`src/rtl/core/pti_pkg.sv`:
```
// shared types, codes and constants of the polar table interpolator
`default_nettype none
package pti_pkg;

   localparam int MaxRows  = 256;
   localparam int AddrW    = $clog2(MaxRows);
   localparam int CntW     = $clog2(MaxRows + 1);
   localparam int ReW      = 24;
   localparam int CoefW    = 16;
   localparam int FracW    = 16;
   localparam int DivSteps = FracW;
   localparam logic [17:0] ClipQ16 = 18'd54067;
   localparam logic [16:0] FracOne = 17'd65536;

   localparam logic [1:0] CmdClear  = 2'd0;
   localparam logic [1:0] CmdAppend = 2'd1;
   localparam logic [1:0] CmdQuery  = 2'd2;
   localparam logic [1:0] CmdUnused = 2'd3;

   localparam logic [1:0] StatOk    = 2'd0;
   localparam logic [1:0] StatEmpty = 2'd1;
   localparam logic [1:0] StatFull  = 2'd2;
   localparam logic [1:0] StatEnded = 2'd3;

   localparam logic [1:0] RangeIn    = 2'd0;
   localparam logic [1:0] RangeAbove = 2'd1;
   localparam logic [1:0] RangeBelow = 2'd2;

   typedef struct packed {
      logic [1:0]              cmd;
      logic [ReW-1:0]          reynolds;
      logic signed [CoefW-1:0] lift_coef;
      logic [CoefW-1:0]        drag_coef;
      logic signed [CoefW-1:0] moment_coef;
   } req_type;

   typedef struct packed {
      logic [CoefW-1:0]        drag_out;
      logic signed [CoefW-1:0] moment_out;
      logic signed [CoefW-1:0] lift_out;
      logic                    stall_flag;
      logic                    low_lift_flag;
      logic [1:0]              reynolds_range;
      logic [1:0]              status;
   } rsp_type;

endpackage
`default_nettype wire

```
`src/rtl/core/pti_div.sv`:
```
// restoring divider giving a 16-bit fraction num * 2^16 / den for 0 < num < den
`default_nettype none
module pti_div (
   input  wire logic                      clock,
   input  wire logic                      reset,
   input  wire logic                      start,
   input  wire logic [pti_pkg::ReW-1:0]   num,
   input  wire logic [pti_pkg::ReW-1:0]   den,
   output logic                           done,
   output logic [pti_pkg::FracW-1:0]      quo
);

   localparam int StepW = $clog2(pti_pkg::DivSteps + 1);

   logic [StepW-1:0]          step_ff, step_in;
   logic                      busy_ff, busy_in;
   logic                      done_ff, done_in;
   logic [pti_pkg::ReW:0]     rem_ff, rem_in;
   logic [pti_pkg::ReW-1:0]   den_ff, den_in;
   logic [pti_pkg::FracW-1:0] quo_ff, quo_in;
   logic [pti_pkg::ReW:0]     rem2;
   logic                      ge;

   always_comb begin
      rem2    = {rem_ff[pti_pkg::ReW-1:0], 1'b0};
      ge      = rem2 >= {1'b0, den_ff};
      step_in = step_ff;
      busy_in = busy_ff;
      done_in = 1'b0;
      rem_in  = rem_ff;
      den_in  = den_ff;
      quo_in  = quo_ff;
      if (start) begin
         busy_in = 1'b1;
         step_in = '0;
         rem_in  = {1'b0, num};
         den_in  = den;
      end else if (busy_ff) begin
         rem_in  = ge ? rem2 - {1'b0, den_ff} : rem2;
         quo_in  = {quo_ff[pti_pkg::FracW-2:0], ge};
         step_in = step_ff + 1'b1;
         if (step_ff == StepW'(pti_pkg::DivSteps - 1)) begin
            busy_in = 1'b0;
            done_in = 1'b1;
         end
      end
   end

   always_ff @(posedge clock) begin
      if (reset) begin
         busy_ff <= 1'b0;
         done_ff <= 1'b0;
         step_ff <= '0;
      end else begin
         busy_ff <= busy_in;
         done_ff <= done_in;
         step_ff <= step_in;
      end
      rem_ff <= rem_in;
      den_ff <= den_in;
      quo_ff <= quo_in;
   end

   assign done = done_ff;
   assign quo  = quo_ff;

endmodule
`default_nettype wire

```
`config.mk`:
```
export PLATFORM = sky130hd
export DESIGN_NAME = pti_div
export DESIGN_NICKNAME = d
export VERILOG_FILES = /design/src/rtl/core/pti_pkg.sv /design/src/rtl/core/pti_div.sv
export SDC_FILE = /design/constraint.sdc
export NUM_CORES = 1
export LEC_CHECK = 0
export BUFFER_PORTS_ARGS = -buffer_cell sky130_fd_sc_hd__buf_2
export CORE_ASPECT_RATIO = 1.1
export CORE_MARGIN = 2
export CORE_UTILIZATION = 35
export CTS_BUF_LIST = sky130_fd_sc_hd__clkbuf_8
export CTS_CLUSTER_DIAMETER = 150
export DETAILED_ROUTE_END_ITERATION = 16
export GPL_TIMING_DRIVEN = 1
export PLACE_DENSITY_LB_ADDON = 0.3
export SLEW_MARGIN = 15
export SYNTH_ARGS = -nofsm -noshare
export SYNTH_HDL_FRONTEND = slang
export SYNTH_SLANG_ARGS = --single-unit
```
`constraint.sdc`:
```
create_clock -name clock -period 3.45 [get_ports clock]
set_input_delay 0.1725 -clock clock [delete_from_list [all_inputs] [get_ports clock]]
set_output_delay 0.1725 -clock clock [all_outputs]
set_load 0.02 [all_outputs]
```
==> impl_metrics.ini, run 1 <==
[run_status]
run_status = completed

[logic_synthesis]
synth_top_family_by_area = compound AO/OA/AOI/OAI gates
synth_fa_ha_area_share_pct = 8.47
synthMuxAreaShare_pct = 2.89
ys_types = 47
synthArstFlopShare_pct = 0
synth_top_area_cell = edfxtp_1
seq_area_frac_synth_pct = 50.6
synth_edf_count = 64
synth-seq-cells = 71
synth_area_leaders = edfxtp_1 (47%), ha_1 (8.0%), dfxtp_1 (3.4%)
yosysWarnings = 0
synthSimpleGateAreaFrac_pct = 12.8
synth_area_um2 = 4080
synth-xor-area-share_pct = 4.94
yosys.area.top_type_share_pct = 47.1
ys.flop_type = edfxtp_1
synth_compound_area_share_pct = 15.1
synth_cells = 376
syn_area_per_cell_um2 = 10.8
syn_nets = 454

[drt]
routed_wl_um = 8560
first_pass_iters = 4
viasPerCell = 4.95
wl_per_cell_um = 13.8
ant_nets = 0
drc = 0
num_vias = 3072
drt_iter0_drc = 101

[grt]
grt_pass1_wl_um = 14000
overflow = 0
grt_pass1_vias = 3015
antenna_found_initial = 0
grt_usage_pct = 14.3
grt_max_degree = 45

[place]
io_buffers = 67
placed_area_um2 = 4550
gp_congestion = 0.851
hpwl_um = 6030

[cells_and_area]
drive_gt1_share_pct = 20.6
multi_input_area_um2 = 1800
ff_latch_area_um2 = 2060
area_delta_synth_final_pct = 21.9
diodes = 0
fill_cells = 1124
nets = 544
design_area_um2 = 4970

[timing]
min_period_ns = 3.20
tns_ns = 0
tightestPinTransition_ns = 0.854
worst_clock_skew_ns = 0.00772
period_share_pct = 92.8
finalHoldViolCount = 0
rsz0062_at_grt = false
slew_headroom_pct = 43.1
slew_violations = 0
max_freq_mhz = 312
finalSetupViolations = 0

[clock_tree]
cts_sinks = 71
h-tree-depth = 3
cts_hold_buf = 25
post_cts.repair.setup_buffers = 0
cts_resized = 0
clk_pin_slew_ns = 0.08
clockBufferDepth = 2
cts_made_buffers = 9
cts-root-buf = clkbuf_8
clk_latency_ns = 0.36
cts_tree = yes

[job]
cap_violations = 0

[min_path]
hp-class = input port to register

[die]
start_util_pct = 35.6
pin_count = 68
die_y_um = 117
core_area_um2 = 11400
dieArea_um2 = 12500
rows = 41
die-width_um = 107

[setup_path]
crit_type = register to register
endpoint_kind = register
cp.required_ns = 3.57
cp.arrival_ns = 3.32
crit_fanout = 35
critPathLaunchType = register

[power_and_ir_drop]
p_leak_nw = 2.10
power_density_nw_per_um2 = 600
p_total_mw = 2.98
peakVddDrop_mv = 0.243
==> cell families after synthesis <==
logic type	count (synthesis)
adder cells (fa/ha/maj)	27
XOR/XNOR	23
flip-flops	71
AND/OR/NAND/NOR	102
AO/OA/AOI/OAI	91
multiplexers	11
buffers and inverters	51
==> critical path, stage by stage, from the launching register on <==
cell	delay (ns)
edfxtp_1	0.40
ha_1	0.42
a211o_1	0.32
a211o_1	0.30
o211ai_1	0.21
a31oi_1	0.13
o21ai_2	0.21
o21a_1	0.20
buf_4	0.37
mux2i_1	0.14
mux2_2	0.27
==> per-layer routing <==
layer | part of all wire, % | GRT usage [%]
met1 | 48 | 17.9
met2 | 47 | 23.7
met3 | 3.5 | 3.60
met4 | 1.7 | 5.89
met5 | 0 | 0
==> power by group <==
part / switching, mW / internal (mW)
clock network: 0.332 / 0.260
registers: 0.0616 / 1.10
logic: 0.683 / 0.544
==> worst paths after layout <==
kind / from / to / slack (ns) / cells past startpoint
hold reg to reg: quo[6] / quo[7] / 0.45 / 0
setup / recovery: rem_ff[7] / rem_ff[1] / 0.25 / 10
setup reg to reg: rem_ff[7] / rem_ff[1] / 0.25 / 10
hold / removal: num[21] / rem_ff[21] / 0.1 / 3
==> cells in the final DEF (no fill, tap or decap), drive strengths merged, types with 12 or more instances in the layout <==
| cell type | n |
|---|---|
| o21ai | 13 |
| xor2 | 12 |
| ha | 26 |
| dlygate4sd3 | 25 |
| nor2 | 17 |
| inv | 35 |
| a21oi | 23 |
| nand2 | 35 |
| nand3b | 12 |
| buf | 71 |
| edfxtp | 64 |
==> stage by stage <==
step | setup WS (ns) | util (%) | hold WS [ns] | std cells
final | 0.249 | 43.4 | 0.0996 | 621
after CTS | 0.240 | 43.4 | 0.0828 | 621
after detailed placement | 0.249 | 39.7 | 0.351 | 580
after global routing | 0.0135 | 43.4 | 0.0813 | 621
after global placement | 0.347 | 39.7 | 0.348 | 580
after floorplan | 0.516 | - | 0.245 | 376
==> cell usage after synthesis, types with 5 or more instances <==
cell type  instances
edfxtp_1          64
a21oi_1           23
xnor2_1           11
nand2_1           35
clkbuf_1          12
dfxtp_1            7
nor2b_1            7
xor2_1            12
nand3b_1          12
nand3_1            5
mux2i_1            8
a21o_1            10
and3_1             6
o311ai_0          11
inv_1             33
a31oi_1            6
o21ai_0           12
ha_1              26
nor2_1            17
==> layout make-up <==
class	count	area share (%)
Timing Repair Buffer	96	12.4
Clock inverter	7	0.982
Tap cell	150	3.78
Multi-Input combinational cell	254	36.3
Sequential cell	71	41.5
Inverter	34	2.62
Clock buffer	9	2.49
==> flip-flops by register name, summed over array words and instances (netlist names) <==
name / cells
quo: 16
done: 1
step_ff: 5
busy_ff: 1
rem_ff: 24
den_ff: 24
Power figures use the tool's default switching activity.
==> run 2: changes to the inputs <==
--- a/config.mk
+++ b/config.mk
@@ -7,7 +7,7 @@
 export LEC_CHECK = 0
 export BUFFER_PORTS_ARGS = -buffer_cell sky130_fd_sc_hd__buf_2
 export CORE_ASPECT_RATIO = 1.1
-export CORE_MARGIN = 2
+export CORE_MARGIN = 5
 export CORE_UTILIZATION = 35
 export CTS_BUF_LIST = sky130_fd_sc_hd__clkbuf_8
 export CTS_CLUSTER_DIAMETER = 150
==> impl_metrics.ini, run 2 (same netlist as run 1, synthesis figures left out) <==
[setup_path]
cp.required_ns = 3.57
endpoint_kind = register
cp.arrival_ns = 3.31
critPathLaunchType = register
r2r-start = rem_ff[7]
reg2reg_slack_ns = 0.26
crit_type = register to register
crit_fanout = 35
r2r_cells = 10
startpoint = rem_ff[7]
timing.rr.end = rem_ff[19]

[grt]
grt_pass1_wl_um = 14500
grt_pass1_vias = 3120
overflow = 0
antenna_found_initial = 0
grt_usage_pct = 13.1
grt_max_degree = 50

[power_and_ir_drop]
p_leak_nw = 2.13
peakVddDrop_mv = 0.203
power_density_nw_per_um2 = 625

[die]
die_y_um = 123
die-width_um = 113
dieArea_um2 = 13900
start_util_pct = 35.6
rows = 41
pin_count = 68
core_area_um2 = 11400

[min_path]
holdPathEnd = rem_ff[21]
hp-start = num[21]
hp-class = input port to register
holdPathStages = 3

[drt]
ant_nets = 0
viasPerCell = 4.94
drt_iter0_drc = 126
drc = 0
num_vias = 3064
routed_wl_um = 8710
wl_per_cell_um = 14.1
first_pass_iters = 4

[run_status]
run_status = completed

[cells_and_area]
fill_cells = 1099
diodes = 0
area_delta_synth_final_pct = 23.1
nets = 543
layout_common_cells = buf_2 (67), edfxtp_1 (64), nand2_1 (35)
final_common_cell = buf_2
ff_latch_area_um2 = 2060
fin_cells = 620
drive_gt1_share_pct = 20.6
multi_input_area_um2 = 1800

[timing]
tns_ns = 0
finalHoldViolCount = 0
max_freq_mhz = 314
worst_clock_skew_ns = 0.00929
slew_headroom_pct = 41.8
min_period_ns = 3.19
finalSetupViolations = 0
tightestPinTransition_ns = 0.873
rsz0062_at_grt = false
slew_violations = 0
period_share_pct = 92.5

[clock_tree]
clk_latency_ns = 0.36
cts_tree = yes
cts_made_buffers = 9
h-tree-depth = 3
clk_pin_slew_ns = 0.08
clockBufferDepth = 2
cts-root-buf = clkbuf_8
cts_sinks = 71

[place]
gp_congestion = 0.858
hpwl_um = 6190
io_buffers = 67
post-place-cells = 579

[job]
cap_violations = 0
## run 2: metal layers
| layer | vias to the layer above | track usage [%] | part of all wire (%) |
|---|---|---|---|
| li1 | 1555 | - | - |
| met1 | 1422 | 16.3 | 46 |
| met2 | 76 | 22.0 | 48 |
| met3 | 11 | 3.33 | 5.2 |
| met4 | 0 | 5.18 | 1.4 |
| met5 | - | 0 | 0 |
## run 2: report_power, final
part           leakage (nW)  switching [mW]  internal [mW]
Combinational          1.33           0.675          0.543
Sequential            0.684          0.0622           1.10
Clock                 0.114           0.342          0.415
## run 2: cell type report
class,instances,area share [%]
Sequential cell,71,41.1
Multi-Input combinational cell,254,35.9
Timing Repair Buffer,95,12.1
Tap cell,150,3.74
Inverter,34,2.59
Clock buffer,9,2.47
Clock inverter,7,2.07
## run 2: per-stage QoR
| step | power [mW] | utilization (%) | hold WS [ns] | area, µm² | worst slack (ns) |
|---|---|---|---|---|---|
| 2_1_floorplan | 2.13 | - | 0.245 | 4080 | 0.516 |
| 3_3_place_gp | 2.36 | 39.7 | 0.349 | 4540 | 0.349 |
| 3_5_place_dp | 2.38 | 39.7 | 0.351 | 4540 | 0.243 |
| 4_1_cts | 3.18 | 43.9 | 0.0794 | 5020 | 0.238 |
| 5_1_grt | 3.37 | 43.9 | 0.0901 | 5020 | 0.0534 |
| 6_report | 3.14 | 43.9 | 0.0990 | 5020 | 0.260 |
## run 2: timing repair
action                                  4_1_cts  5_1_grt
gates resized for setup                       0        0
hold buffers                                 25        0
endpoints found under the setup margin        0        0
hold endpoints to repair                     25        0
buffers inserted                              0        0
## run 2: worst max-delay path by stage
stage                  to  depth (start not counted)  slack [ns]
2_1_floorplan  rem_ff[14]                         12        0.52
3_3_place_gp    rem_ff[1]                         10        0.35
3_5_place_dp   rem_ff[19]                         10        0.24
4_1_cts        rem_ff[19]                         10        0.24
5_1_grt         rem_ff[1]                         10        0.05
6_report       rem_ff[19]                         10        0.26
## run 2: worst max-delay path, stage by stage (launching register included)
cell and delay [ns]:
edfxtp_1 0.40, ha_1 0.42, a211o_1 0.32, a211o_1 0.30, o211ai_1 0.21, a31oi_1 0.13
o21ai_2 0.21, o21a_1 0.20, buf_4 0.36, nor3_1 0.10, a211o_1 0.30
